===== config.mk =====
export PLATFORM = sky130hd
export DESIGN_NAME = three_wheel_omni_drive_mixer_flat
export DESIGN_NICKNAME = d
export VERILOG_FILES = /design/src/omd_pkg.sv /design/src/omd_channels.sv /design/src/omd_lane.sv /design/src/three_wheel_omni_drive_mixer.sv /design/src/flat_wrapper.sv
export SDC_FILE = /design/constraint.sdc
export NUM_CORES = 2
export LEC_CHECK = 0
export ABC_CLOCK_PERIOD_IN_PS = 10800
export BUFFER_PORTS_ARGS = -buffer_cell sky130_fd_sc_hd__buf_2
export CORE_UTILIZATION = 40
export DETAILED_ROUTE_END_ITERATION = 8
export SETUP_SLACK_MARGIN = 0.1
export SLEW_MARGIN = 10
export SYNTH_ARGS = -nofsm -noshare
export SYNTH_HDL_FRONTEND = slang
export SYNTH_SLANG_ARGS = --single-unit

===== constraint.sdc =====
create_clock -name clk_i -period 10.8 [get_ports clk_i]
set_input_delay 1.08 -clock clk_i [delete_from_list [all_inputs] [get_ports clk_i]]
set_output_delay 1.08 -clock clk_i [all_outputs]
set_load 0.05 [all_outputs]

===== src/omd_pkg.sv =====
// Shared types, constants and functions of the three-wheel omni drive mixer.
// Holds the heading correction rule, the cosine table builder and the lane
// control types; every other file of the block imports it.
package omd_pkg;

  localparam int COS_FRAC_BITS_DEF = 15;
  localparam int HDG_W      = 9;
  localparam int PWR_W      = 8;
  localparam int ZONE_W     = 4;
  localparam int SPIN_W     = 9;
  localparam int DRV_W      = 10;
  localparam int ANG_W      = 9;
  localparam int SUM_W      = 10;
  localparam int STEP_W     = 3;
  localparam int NUM_WHEELS = 3;
  localparam int QTR_N      = 91;
  localparam int QTR_IDX_W  = 7;
  localparam int CFG_IDX_W  = 2;
  localparam int CFG_DATA_W = 9;

  localparam int WHEEL_LEFT  = 0;
  localparam int WHEEL_RIGHT = 1;
  localparam int WHEEL_BACK  = 2;

  localparam logic [PWR_W-1:0] ON_LINE_POWER_RST = 8'd128;
  localparam logic [ANG_W-1:0] LEFT_ANGLE_RST    = 9'd60;
  localparam logic [ANG_W-1:0] RIGHT_ANGLE_RST   = 9'd300;
  localparam logic [ANG_W-1:0] BACK_ANGLE_RST    = 9'd180;

  localparam logic [STEP_W-1:0] STEP_LAST = '1;

  // pi in Q2.30 and the divisors (2n-1)(2n) of the cosine series.
  localparam longint unsigned PI_Q30 = 64'd3373259426;
  localparam longint unsigned SeriesDiv [10] = '{
    64'd2, 64'd12, 64'd30, 64'd56, 64'd90, 64'd132, 64'd182, 64'd240, 64'd306, 64'd380
  };

  typedef enum logic [CFG_IDX_W-1:0] {
    CFG_ON_LINE_POWER = 2'd0,
    CFG_LEFT_ANGLE    = 2'd1,
    CFG_RIGHT_ANGLE   = 2'd2,
    CFG_BACK_ANGLE    = 2'd3
  } cfg_idx_e;

  typedef enum logic [ZONE_W-1:0] {
    ZONE_FIELD     = 4'd0,
    ZONE_LEFT      = 4'd1,
    ZONE_RIGHT     = 4'd2,
    ZONE_FRONT     = 4'd3,
    ZONE_FRONT_MID = 4'd4,
    ZONE_BACK      = 4'd5,
    ZONE_CORNER_BL = 4'd6,
    ZONE_CORNER_BR = 4'd7,
    ZONE_CORNER_FL = 4'd8,
    ZONE_CORNER_FR = 4'd9
  } zone_e;

  typedef enum logic [2:0] {
    ST_IDLE,
    ST_ANGLE,
    ST_LOOKUP,
    ST_MULT,
    ST_DIV_LOAD,
    ST_DIVIDE,
    ST_DONE
  } omd_state_e;

  typedef struct packed {
    logic load;
    logic mul_en;
    logic div_load;
    logic div_en;
  } lane_ctrl_t;

  typedef struct packed {
    logic [QTR_IDX_W-1:0] k;
    logic                 neg;
  } cos_fold_t;

  typedef logic [31:0] cos_tab_t [QTR_N];

  // Rounded cos(k degrees) for k in 0..90 with frac fraction bits.
  function automatic longint unsigned quarter_cos(int unsigned k, int unsigned frac);
    longint unsigned x;
    longint unsigned x2;
    longint unsigned term;
    longint          sum;
    x    = (longint'(k) * PI_Q30 + 64'd90) / 64'd180;
    x2   = (x * x) >> 30;
    term = 64'd1 << 30;
    sum  = 64'sd1 << 30;
    for (int n = 1; n <= 10; n++) begin
      term = ((term * x2) >> 30) / SeriesDiv[n-1];
      if (n % 2 == 1) begin
        sum = sum - longint'(term);
      end else begin
        sum = sum + longint'(term);
      end
    end
    if (sum < 0) begin
      sum = 0;
    end
    return (longint'(sum) + (64'd1 << (29 - frac))) >> (30 - frac);
  endfunction

  function automatic cos_tab_t cos_table(int unsigned frac);
    cos_tab_t tab;
    for (int k = 0; k < QTR_N; k++) begin
      tab[k] = 32'(quarter_cos(k, frac));
    end
    return tab;
  endfunction

  // Reduces an angle sum below 1080 to one quadrant and a sign.
  function automatic cos_fold_t cos_fold(logic [SUM_W-1:0] s);
    logic [SUM_W-1:0] d;
    logic [SUM_W-1:0] t;
    cos_fold_t        r;
    if (s >= 10'd720) begin
      d = s - 10'd720;
    end else if (s >= 10'd360) begin
      d = s - 10'd360;
    end else begin
      d = s;
    end
    if (d <= 10'd90) begin
      t     = d;
      r.neg = 1'b0;
    end else if (d <= 10'd180) begin
      t     = 10'd180 - d;
      r.neg = 1'b1;
    end else if (d <= 10'd270) begin
      t     = d - 10'd180;
      r.neg = 1'b1;
    end else begin
      t     = 10'd360 - d;
      r.neg = 1'b0;
    end
    r.k = t[QTR_IDX_W-1:0];
    return r;
  endfunction

  // Bends the heading away from a reported line.
  function automatic logic [HDG_W-1:0] correct_heading(logic [HDG_W-1:0] d,
                                                       logic [ZONE_W-1:0] zone);
    logic [HDG_W-1:0] r;
    r = d;
    case (zone)
      ZONE_LEFT: begin
        if (d >= 9'd270) r = 9'd20;
        else if (d >= 9'd180) r = 9'd160;
      end
      ZONE_RIGHT: begin
        if (d <= 9'd90 || d >= 9'd340) r = 9'd340;
        else if (d <= 9'd200) r = 9'd200;
      end
      ZONE_FRONT: begin
        if (d <= 9'd110) r = 9'd110;
        else if (d >= 9'd250) r = 9'd250;
      end
      ZONE_FRONT_MID: r = 9'd180;
      ZONE_BACK: begin
        if (d inside {[9'd70:9'd179]}) r = 9'd70;
        else if (d inside {[9'd180:9'd290]}) r = 9'd290;
      end
      ZONE_CORNER_BL: begin
        if (d inside {[9'd70:9'd224]}) r = 9'd70;
        else if (d >= 9'd225 || d <= 9'd20) r = 9'd20;
      end
      ZONE_CORNER_BR: begin
        if (d inside {[9'd136:9'd290]}) r = 9'd290;
        else if (d <= 9'd135 || d >= 9'd340) r = 9'd340;
      end
      ZONE_CORNER_FL: begin
        if (d <= 9'd110 || d > 9'd315) r = 9'd110;
        else if (d inside {[9'd180:9'd315]}) r = 9'd160;
      end
      ZONE_CORNER_FR: begin
        if (d >= 9'd250 || d < 9'd45) r = 9'd250;
        else if (d inside {[9'd45:9'd200]}) r = 9'd200;
      end
      default: r = d;
    endcase
    return r;
  endfunction

endpackage


===== src/omd_channels.sv =====
// Valid/ready channel interfaces of the omni drive mixer: input items,
// result items and configuration writes. Depends on omd_pkg for widths.
interface omd_in_if import omd_pkg::*; ();
  logic                     valid;
  logic                     ready;
  logic [HDG_W-1:0]         heading;
  logic [PWR_W-1:0]         drive_power;
  logic [ZONE_W-1:0]        line_zone;
  logic signed [SPIN_W-1:0] spin;

  modport source (output valid, heading, drive_power, line_zone, spin, input ready);
  modport sink (input valid, heading, drive_power, line_zone, spin, output ready);
endinterface

interface omd_out_if import omd_pkg::*; ();
  logic                    valid;
  logic                    ready;
  logic signed [DRV_W-1:0] left_drive;
  logic signed [DRV_W-1:0] right_drive;
  logic signed [DRV_W-1:0] back_drive;
  logic [HDG_W-1:0]        applied_heading;

  modport source (output valid, left_drive, right_drive, back_drive, applied_heading,
                  input ready);
  modport sink (input valid, left_drive, right_drive, back_drive, applied_heading,
                output ready);
endinterface

interface omd_cfg_if import omd_pkg::*; ();
  logic                  valid;
  logic                  ready;
  logic [CFG_IDX_W-1:0]  idx;
  logic [CFG_DATA_W-1:0] data;

  modport source (output valid, idx, data, input ready);
  modport sink (input valid, idx, data, output ready);
endinterface


===== src/omd_lane.sv =====
// One wheel lane: bit-serial multiply of gain by power, then a restoring
// divide by twice the largest gain, one quotient bit per cycle. Uses omd_pkg.
module omd_lane import omd_pkg::*; #(
  parameter int GainW = COS_FRAC_BITS_DEF + 1
) (
  input  logic                     clk_i,
  input  lane_ctrl_t               ctrl_i,
  input  logic [GainW-1:0]         mag_i,
  input  logic [GainW-1:0]         max_i,
  input  logic                     neg_i,
  input  logic [PWR_W-1:0]         power_i,
  input  logic signed [SPIN_W-1:0] spin_i,
  output logic signed [DRV_W-1:0]  drive_o
);

  localparam int AccW = GainW + PWR_W;
  localparam int NumW = AccW + 2;

  logic [AccW-1:0]  acc_q;
  logic [PWR_W-1:0] mplier_q;
  logic [NumW-1:0]  rem_q;
  logic [NumW-1:0]  dsr_q;
  logic [PWR_W-1:0] quo_q;
  logic             zero_q;

  logic [PWR_W-1:0]        q_eff;
  logic signed [DRV_W-1:0] q_s;
  logic signed [DRV_W-1:0] spin_s;

  always_ff @(posedge clk_i) begin
    if (ctrl_i.load) begin
      acc_q    <= '0;
      mplier_q <= power_i;
    end else if (ctrl_i.mul_en) begin
      // Most significant power bit first: shift the sum, then add the gain.
      acc_q    <= {acc_q[AccW-2:0], 1'b0} +
                  (mplier_q[PWR_W-1] ? AccW'(mag_i) : '0);
      mplier_q <= {mplier_q[PWR_W-2:0], 1'b0};
    end
    if (ctrl_i.div_load) begin
      // Numerator 2*|g|*p + m, divisor 2*m aligned to the top quotient bit.
      rem_q  <= {1'b0, acc_q, 1'b0} + NumW'(max_i);
      dsr_q  <= NumW'({max_i, {PWR_W{1'b0}}});
      quo_q  <= '0;
      zero_q <= (max_i == '0);
    end else if (ctrl_i.div_en) begin
      if (rem_q >= dsr_q) begin
        rem_q <= rem_q - dsr_q;
        quo_q <= {quo_q[PWR_W-2:0], 1'b1};
      end else begin
        quo_q <= {quo_q[PWR_W-2:0], 1'b0};
      end
      dsr_q <= dsr_q >> 1;
    end
  end

  // With all gains zero only the spin term remains.
  assign q_eff   = zero_q ? '0 : quo_q;
  assign q_s     = signed'(DRV_W'(q_eff));
  assign spin_s  = DRV_W'(spin_i);
  assign drive_o = (neg_i ? -q_s : q_s) + spin_s;

endmodule


===== src/three_wheel_omni_drive_mixer.sv =====
// Three-wheel omni drive mixer, top level. Instantiates three omd_lane
// units and the sequencer; uses omd_pkg and the channels in omd_channels.
//
// Usage: input items arrive on in_i (heading, drive_power, line_zone, spin),
// results leave on out_o (three drives and the applied heading), and the
// four registers are written through cfg_i, which is always ready. Write the
// registers only while the block is idle.
// An item whose corrected heading, effective power and spin equal those of
// the last emitting item is absorbed in its accept cycle with no result.
// Any other item runs through angle fold, table lookup, a bit-serial multiply
// and a restoring divide in each lane; its result is registered into the
// output register from the done step. Both serial loops run over the 8-bit
// power width.
// in_i.ready is high only while the sequencer is idle.
// A stalled receiver holds the result in the output register; the next item
// may still be accepted and worked, and waits in its last step until the
// register frees. Reset restores the register defaults and clears the
// last-emitted values, so the first item after reset always emits.
module three_wheel_omni_drive_mixer import omd_pkg::*; #(
  parameter int COS_FRAC_BITS = COS_FRAC_BITS_DEF
) (
  input  logic       clk_i,
  input  logic       rst_ni,
  omd_in_if.sink     in_i,
  omd_out_if.source  out_o,
  omd_cfg_if.sink    cfg_i
);

  localparam int GainW = COS_FRAC_BITS + 1;
  localparam cos_tab_t CosTab = cos_table(COS_FRAC_BITS);

  omd_state_e state_q, state_d;
  logic [STEP_W-1:0] step_q, step_d;

  logic [PWR_W-1:0] on_line_power_q;
  logic [ANG_W-1:0] angle_q [NUM_WHEELS];

  logic [HDG_W-1:0]         dir_q;
  logic [PWR_W-1:0]         pwr_q;
  logic signed [SPIN_W-1:0] spin_q;
  logic                     have_prev_q;

  cos_fold_t        fold_q [NUM_WHEELS];
  logic [GainW-1:0] mag_q [NUM_WHEELS];
  logic [GainW-1:0] max01;
  logic [GainW-1:0] max_all;
  logic signed [DRV_W-1:0] drive [NUM_WHEELS];

  logic                    out_valid_q;
  logic signed [DRV_W-1:0] left_q, right_q, back_q;
  logic [HDG_W-1:0]        hdg_out_q;

  logic [HDG_W-1:0] hdg_mod;
  logic [HDG_W-1:0] dir_n;
  logic [PWR_W-1:0] pwr_n;
  logic             in_acc;
  logic             changed;
  logic             start;
  logic             in_ready;
  logic             out_load;
  lane_ctrl_t       ctrl;

  // Configuration writes.
  assign cfg_i.ready = 1'b1;

  always_ff @(posedge clk_i or negedge rst_ni) begin
    if (!rst_ni) begin
      on_line_power_q      <= ON_LINE_POWER_RST;
      angle_q[WHEEL_LEFT]  <= LEFT_ANGLE_RST;
      angle_q[WHEEL_RIGHT] <= RIGHT_ANGLE_RST;
      angle_q[WHEEL_BACK]  <= BACK_ANGLE_RST;
    end else if (cfg_i.valid) begin
      case (cfg_i.idx)
        CFG_ON_LINE_POWER: on_line_power_q      <= cfg_i.data[PWR_W-1:0];
        CFG_LEFT_ANGLE:    angle_q[WHEEL_LEFT]  <= cfg_i.data[ANG_W-1:0];
        CFG_RIGHT_ANGLE:   angle_q[WHEEL_RIGHT] <= cfg_i.data[ANG_W-1:0];
        CFG_BACK_ANGLE:    angle_q[WHEEL_BACK]  <= cfg_i.data[ANG_W-1:0];
        default: ;
      endcase
    end
  end

  // Front end: heading reduction, line correction and the repeat filter.
  assign hdg_mod = (in_i.heading >= 9'd360) ? in_i.heading - 9'd360 : in_i.heading;
  assign dir_n   = correct_heading(hdg_mod, in_i.line_zone);
  assign pwr_n   = (in_i.line_zone != ZONE_FIELD) ? on_line_power_q : in_i.drive_power;
  assign in_acc  = in_i.valid && in_ready;
  assign changed = !have_prev_q || (dir_n != dir_q) || (pwr_n != pwr_q) ||
                   (in_i.spin != spin_q);
  assign start   = in_acc && changed;
  assign in_i.ready = in_ready;

  always_ff @(posedge clk_i or negedge rst_ni) begin
    if (!rst_ni) begin
      dir_q       <= '0;
      pwr_q       <= '0;
      spin_q      <= '0;
      have_prev_q <= 1'b0;
    end else if (start) begin
      dir_q       <= dir_n;
      pwr_q       <= pwr_n;
      spin_q      <= in_i.spin;
      have_prev_q <= 1'b1;
    end
  end

  // Sequencer.
  always_ff @(posedge clk_i or negedge rst_ni) begin
    if (!rst_ni) begin
      state_q <= ST_IDLE;
      step_q  <= '0;
    end else begin
      state_q <= state_d;
      step_q  <= step_d;
    end
  end

  always_comb begin
    state_d = state_q;
    case (state_q)
      ST_IDLE:     if (start) state_d = ST_ANGLE;
      ST_ANGLE:    state_d = ST_LOOKUP;
      ST_LOOKUP:   state_d = ST_MULT;
      ST_MULT:     if (step_q == STEP_LAST) state_d = ST_DIV_LOAD;
      ST_DIV_LOAD: state_d = ST_DIVIDE;
      ST_DIVIDE:   if (step_q == STEP_LAST) state_d = ST_DONE;
      ST_DONE:     if (!out_valid_q || out_o.ready) state_d = ST_IDLE;
      default:     state_d = ST_IDLE;
    endcase
  end

  always_comb begin
    in_ready      = 1'b0;
    ctrl          = '0;
    out_load      = 1'b0;
    step_d        = '0;
    case (state_q)
      ST_IDLE:     in_ready = 1'b1;
      ST_ANGLE:    ;
      ST_LOOKUP:   ctrl.load = 1'b1;
      ST_MULT: begin
        ctrl.mul_en = 1'b1;
        step_d      = step_q + 1'b1;
      end
      ST_DIV_LOAD: ctrl.div_load = 1'b1;
      ST_DIVIDE: begin
        ctrl.div_en = 1'b1;
        step_d      = step_q + 1'b1;
      end
      ST_DONE:     out_load = !out_valid_q || out_o.ready;
      default:     ;
    endcase
  end

  // Angle fold and cosine lookup, one stage each.
  always_ff @(posedge clk_i) begin
    for (int i = 0; i < NUM_WHEELS; i++) begin
      if (state_q == ST_ANGLE) begin
        fold_q[i] <= cos_fold(SUM_W'(angle_q[i]) + SUM_W'(dir_q) + 10'd90);
      end
      if (state_q == ST_LOOKUP) begin
        mag_q[i] <= CosTab[fold_q[i].k][GainW-1:0];
      end
    end
  end

  assign max01   = (mag_q[WHEEL_RIGHT] > mag_q[WHEEL_LEFT]) ?
                   mag_q[WHEEL_RIGHT] : mag_q[WHEEL_LEFT];
  assign max_all = (mag_q[WHEEL_BACK] > max01) ? mag_q[WHEEL_BACK] : max01;

  for (genvar g = 0; g < NUM_WHEELS; g++) begin : g_lane
    omd_lane #(
      .GainW (GainW)
    ) u_lane (
      .clk_i   (clk_i),
      .ctrl_i  (ctrl),
      .mag_i   (mag_q[g]),
      .max_i   (max_all),
      .neg_i   (fold_q[g].neg),
      .power_i (pwr_q),
      .spin_i  (spin_q),
      .drive_o (drive[g])
    );
  end

  // Output register keeps the result while the receiver stalls.
  always_ff @(posedge clk_i or negedge rst_ni) begin
    if (!rst_ni) begin
      out_valid_q <= 1'b0;
    end else if (out_load) begin
      out_valid_q <= 1'b1;
    end else if (out_o.ready) begin
      out_valid_q <= 1'b0;
    end
  end

  always_ff @(posedge clk_i) begin
    if (out_load) begin
      left_q    <= drive[WHEEL_LEFT];
      right_q   <= drive[WHEEL_RIGHT];
      back_q    <= drive[WHEEL_BACK];
      hdg_out_q <= dir_q;
    end
  end

  assign out_o.valid           = out_valid_q;
  assign out_o.left_drive      = left_q;
  assign out_o.right_drive     = right_q;
  assign out_o.back_drive      = back_q;
  assign out_o.applied_heading = hdg_out_q;

endmodule

===== src/flat_wrapper.sv =====
// flat-port wrapper written by rule: the top's interface ports become plain ports
module three_wheel_omni_drive_mixer_flat import omd_pkg::*;
#(
  parameter int COS_FRAC_BITS = COS_FRAC_BITS_DEF
)
  (clk_i, rst_ni, in_i_valid, in_i_heading, in_i_drive_power, in_i_line_zone, in_i_spin, in_i_ready, out_o_valid, out_o_left_drive, out_o_right_drive, out_o_back_drive, out_o_applied_heading, out_o_ready, cfg_i_valid, cfg_i_idx, cfg_i_data, cfg_i_ready);
  omd_in_if in_i_i ();
  omd_out_if out_o_i ();
  omd_cfg_if cfg_i_i ();
  input  logic clk_i;
  input  logic rst_ni;
  input wire logic [$bits(in_i_i.valid)-1:0] in_i_valid;
  input wire logic [$bits(in_i_i.heading)-1:0] in_i_heading;
  input wire logic [$bits(in_i_i.drive_power)-1:0] in_i_drive_power;
  input wire logic [$bits(in_i_i.line_zone)-1:0] in_i_line_zone;
  input wire logic [$bits(in_i_i.spin)-1:0] in_i_spin;
  output wire logic [$bits(in_i_i.ready)-1:0] in_i_ready;
  output wire logic [$bits(out_o_i.valid)-1:0] out_o_valid;
  output wire logic [$bits(out_o_i.left_drive)-1:0] out_o_left_drive;
  output wire logic [$bits(out_o_i.right_drive)-1:0] out_o_right_drive;
  output wire logic [$bits(out_o_i.back_drive)-1:0] out_o_back_drive;
  output wire logic [$bits(out_o_i.applied_heading)-1:0] out_o_applied_heading;
  input wire logic [$bits(out_o_i.ready)-1:0] out_o_ready;
  input wire logic [$bits(cfg_i_i.valid)-1:0] cfg_i_valid;
  input wire logic [$bits(cfg_i_i.idx)-1:0] cfg_i_idx;
  input wire logic [$bits(cfg_i_i.data)-1:0] cfg_i_data;
  output wire logic [$bits(cfg_i_i.ready)-1:0] cfg_i_ready;
  assign in_i_i.valid = in_i_valid;
  assign in_i_i.heading = in_i_heading;
  assign in_i_i.drive_power = in_i_drive_power;
  assign in_i_i.line_zone = in_i_line_zone;
  assign in_i_i.spin = in_i_spin;
  assign in_i_ready = in_i_i.ready;
  assign out_o_valid = out_o_i.valid;
  assign out_o_left_drive = out_o_i.left_drive;
  assign out_o_right_drive = out_o_i.right_drive;
  assign out_o_back_drive = out_o_i.back_drive;
  assign out_o_applied_heading = out_o_i.applied_heading;
  assign out_o_i.ready = out_o_ready;
  assign cfg_i_i.valid = cfg_i_valid;
  assign cfg_i_i.idx = cfg_i_idx;
  assign cfg_i_i.data = cfg_i_data;
  assign cfg_i_ready = cfg_i_i.ready;
  three_wheel_omni_drive_mixer #(.COS_FRAC_BITS(COS_FRAC_BITS)) u_core (.clk_i(clk_i), .rst_ni(rst_ni), .in_i(in_i_i), .out_o(out_o_i), .cfg_i(cfg_i_i));
endmodule

==> out/metrics.yaml <==
post_route_cells_drive_above_1_share_pct: 8.428
hold_violations: 0
synth_nets: 5013
top_area_cell_type_share_of_the_netlist_area_pct: 17.27
die_w_um: 307.0
end_kind: "flop"
cts_made_buffers: 49
synth_ff_type: "sky130_fd_sc_hd__edfxtp_1"
worst-setup-path-type: "flop to flop"
routed-via-count: 33550
globalRouteTotalUtil_pct: 22.78
tns_ns: 0
setup_viol: 0
multiInputGateArea_um2: 25010
timing.final.crit_period_ns: 8.909
critPathLaunch: "u_core.mag_q[0][25]"
maximum_buffer_depth_of_the_clock_tree: 3
synthToLayoutAreaGrowth_pct: 8.374
worstReg2RegStart: "u_core.mag_q[0][25]"
setup_buffers_after_cts: 0
grt_pass1_vias: 31260
synth_seq_cells: 387
port-buffer-count: 86
synth.cell_area_um2: 37200
clk_pin_slew_ns: 0.06
tritoncts: "built"
worst-endpoint-required_ns: 11.14
path_common_cell: "sky130_fd_sc_hd__o21ai_0"
cts_hold_buffers: 0
worst-path-max-fanout: 16
max_slew_margin_pct: 18.85
ant_nets: 0
firstDrtPassIters: 5
synth.avg_cell_area_um2: 8.134
library_cells_used_by_synthesis: 108
stdcell_area_um2: 40320
max-cap-violations: 0
deepest_level_of_the_cts_h_tree: 2
fillerInstances: 9209
critPathArrivalTime_ns: 9.25
synth_area_leaders: "sky130_fd_sc_hd__edfxtp_1 (17%), sky130_fd_sc_hd__ha_1 (13%), sky130_fd_sc_hd__dfxtp_1 (5.6%)"
grt_pass1_wl_um: 174700
worst_setup_path_endpoint: "u_core.g_lane[1].u_lane.rem_q[21]"
ys.warnings.count: 0
async_reset_ff_share_pct: 17.83
design.portCount: 88
numPlacedInstances: 5719
post-route-period-util_pct: 82.49
clock_tree.root_cell: "sky130_fd_sc_hd__clkbuf_16"
max_stage_delay_ns: 0.73
critical_path.slowest_cell: "sky130_fd_sc_hd__a2111oi_0"
final_util_pct: 43.85
avgViaCountPerCell: 5.772
maximum_number_of_pins_on_one_net_before_global_route_repair: 85
worst_setup_path_start_kind: "flop"
die_h_um: 307.0
reg2reg_depth: 39
die_area_um2: 94230
drt_drc_violations_left: 0
grt-ovfl-total: 0
initial_cell_density_of_the_core_pct: 40.47
drt-wirelength-per-cell_um: 18.88
drtIter0Drc: 3070
instances_no_fill: 5812
grt_setup_unrepaired: "false"
clock-sinks: 387
fmaxAchievable_ghz: 0.1122
insertion_delay_ns: 0.62
num-nets-final: 4966
layout_common_cells: "sky130_fd_sc_hd__nand2_1 (540), sky130_fd_sc_hd__o21ai_0 (400), sky130_fd_sc_hd__ha_1 (378)"
drt_wl_total_um: 109700
regArea_um2: 10250
num_rows: 111
post_synth_inst_count: 4574
core_region_area_um2: 91940
half_perimeter_wire_length_after_placement_um: 80960
synth_edf_count: 214
gp_congestion: 0.9390
finalMaxSlewViolations: 0
worst-r2r-setup-slack_ns: 1.89
synth_sequential_area_ratio_pct: 27.55
dpl-instance-area_um2: 38660
fin_skew_ns: 0.04287
outcome: "completed"
post_cts.resized_instances: 0
hold_path_class: "flop to flop"
most_frequent_standard_cell_in_the_layout_excluding_fill_and_tap_cells: "sky130_fd_sc_hd__nand2_1"
worstReg2RegEnd: "u_core.g_lane[1].u_lane.rem_q[21]"
post-synth-top-area-cell: "sky130_fd_sc_hd__edfxtp_1"
worstMarginPinSlew_ns: 1.183
grt_antenna_before_repair: 1
-- sequential cells by signal (all words and copies together), names as in the netlist --
signal / cells
u_core.dir_q: 9
u_core.state_q: 3
u_core.out_o.back_drive: 10
u_core.angle_q: 27
u_core.g_lane.u_lane.quo_q: 24
u_core.out_o.valid: 1
u_core.out_o.left_drive: 10
u_core.have_prev_q: 1
u_core.mag_q: 48
u_core.g_lane.u_lane.acc_q: 72
u_core.on_line_power_q: 8
u_core.fold_q: 24
u_core.pwr_q: 8
u_core.out_o.applied_heading: 9
u_core.out_o.right_drive: 10
u_core.g_lane.u_lane.rem_q: 78
u_core.g_lane.u_lane.mplier_q: 8
u_core.g_lane.u_lane.zero_q: 1
u_core.step_q: 3
u_core.g_lane.u_lane.dsr_q: 24
u_core.spin_q: 9
-- Yosys cell counts, types with 18 or more instances --
cell type,count
sky130_fd_sc_hd__and2_1,64
sky130_fd_sc_hd__o31ai_1,59
sky130_fd_sc_hd__o211ai_1,55
sky130_fd_sc_hd__a21oi_1,348
sky130_fd_sc_hd__nor2b_1,63
sky130_fd_sc_hd__a31oi_1,47
sky130_fd_sc_hd__a22oi_1,18
sky130_fd_sc_hd__buf_1,29
sky130_fd_sc_hd__xnor2_1,154
sky130_fd_sc_hd__dfrtp_1,56
sky130_fd_sc_hd__ha_1,378
sky130_fd_sc_hd__and3_1,32
sky130_fd_sc_hd__nor2_1,341
sky130_fd_sc_hd__nand2_1,542
sky130_fd_sc_hd__or3_1,36
sky130_fd_sc_hd__nand3_1,91
sky130_fd_sc_hd__mux2_2,61
sky130_fd_sc_hd__nand2b_1,49
sky130_fd_sc_hd__edfxtp_1,214
sky130_fd_sc_hd__nand4_1,30
sky130_fd_sc_hd__clkbuf_1,183
sky130_fd_sc_hd__xor2_1,98
sky130_fd_sc_hd__a21boi_0,35
sky130_fd_sc_hd__dfxtp_1,104
sky130_fd_sc_hd__a211o_1,20
sky130_fd_sc_hd__o21a_1,38
sky130_fd_sc_hd__mux2i_1,76
sky130_fd_sc_hd__o21ai_0,401
sky130_fd_sc_hd__a21o_1,74
sky130_fd_sc_hd__inv_1,278
sky130_fd_sc_hd__or2_2,19
sky130_fd_sc_hd__o22ai_1,20
sky130_fd_sc_hd__nor3_1,80
sky130_fd_sc_hd__a211oi_1,75
sky130_fd_sc_hd__o21bai_1,27
sky130_fd_sc_hd__nor4_1,30
-- worst min-delay path by stage --
stage	startpoint	end	slack [ns]	cells after the start
after global placement	u_core.step_q[0]	u_core.step_q[0]	0.42	1
after detailed placement	u_core.step_q[0]	u_core.step_q[0]	0.44	1
after global routing	u_core.step_q[0]	u_core.step_q[0]	0.47	1
after CTS	u_core.step_q[0]	u_core.step_q[0]	0.45	1
after floorplan	u_core.step_q[0]	u_core.step_q[0]	0.41	1
final	u_core.step_q[0]	u_core.step_q[0]	0.44	1
-- worst max-delay path, delay by kind of cell, from the launching register on --
family,cells,cell delay [ns]
simple gates,7,0.70
flops,1,0.43
xor+xnor,1,0.15
fa+ha+maj,3,1.11
buf+inv,3,0.71
compound gates,23,4.80
mux,2,0.75
-- through the flow --
step	hold slack, ns	worst slack (ns)
3_3_place_gp	0.4234	2.191
3_5_place_dp	0.4371	2.046
6_report	0.4435	1.891
5_1_grt	0.4674	1.061
2_1_floorplan	0.4091	2.258
4_1_cts	0.4461	2.038
-- area by class of cell --
cell class,instances,area share (%)
Timing Repair Buffer,131,1.912
Clock buffer,69,3.538
Inverter,285,2.653
Sequential cell,387,25.43
Antenna cell,1,0.006206
Clock inverter,23,0.5710
Tap cell,1243,3.857
Multi-Input combinational cell,3673,62.04
-- layer usage --
| layer | GRT usage (%) | vias up | part of all wire (%) |
|---|---|---|---|
| li1 | - | 16610 | - |
| met1 | 31.53 | 15810 | 46 |
| met2 | 37.35 | 958 | 46 |
| met3 | 2.068 | 169 | 4.9 |
| met4 | 7.185 | 2 | 3.1 |
| met5 | 0 | - | 0.012 |
-- cell families after synthesis --
group / Yosys count / share of synthesized area (%)
fa+ha+maj: 395 / 13.57
simple gates: 1435 / 18.05
flops: 387 / 27.55
compound gates: 1437 / 24.82
xor+xnor: 254 / 6.037
other cells: 1 / 0.01008
buf+inv: 514 / 5.404
mux: 151 / 4.557
Power is not shown: default switching activity piles up to over one toggle a cycle in this logic, so the estimate is an artifact.
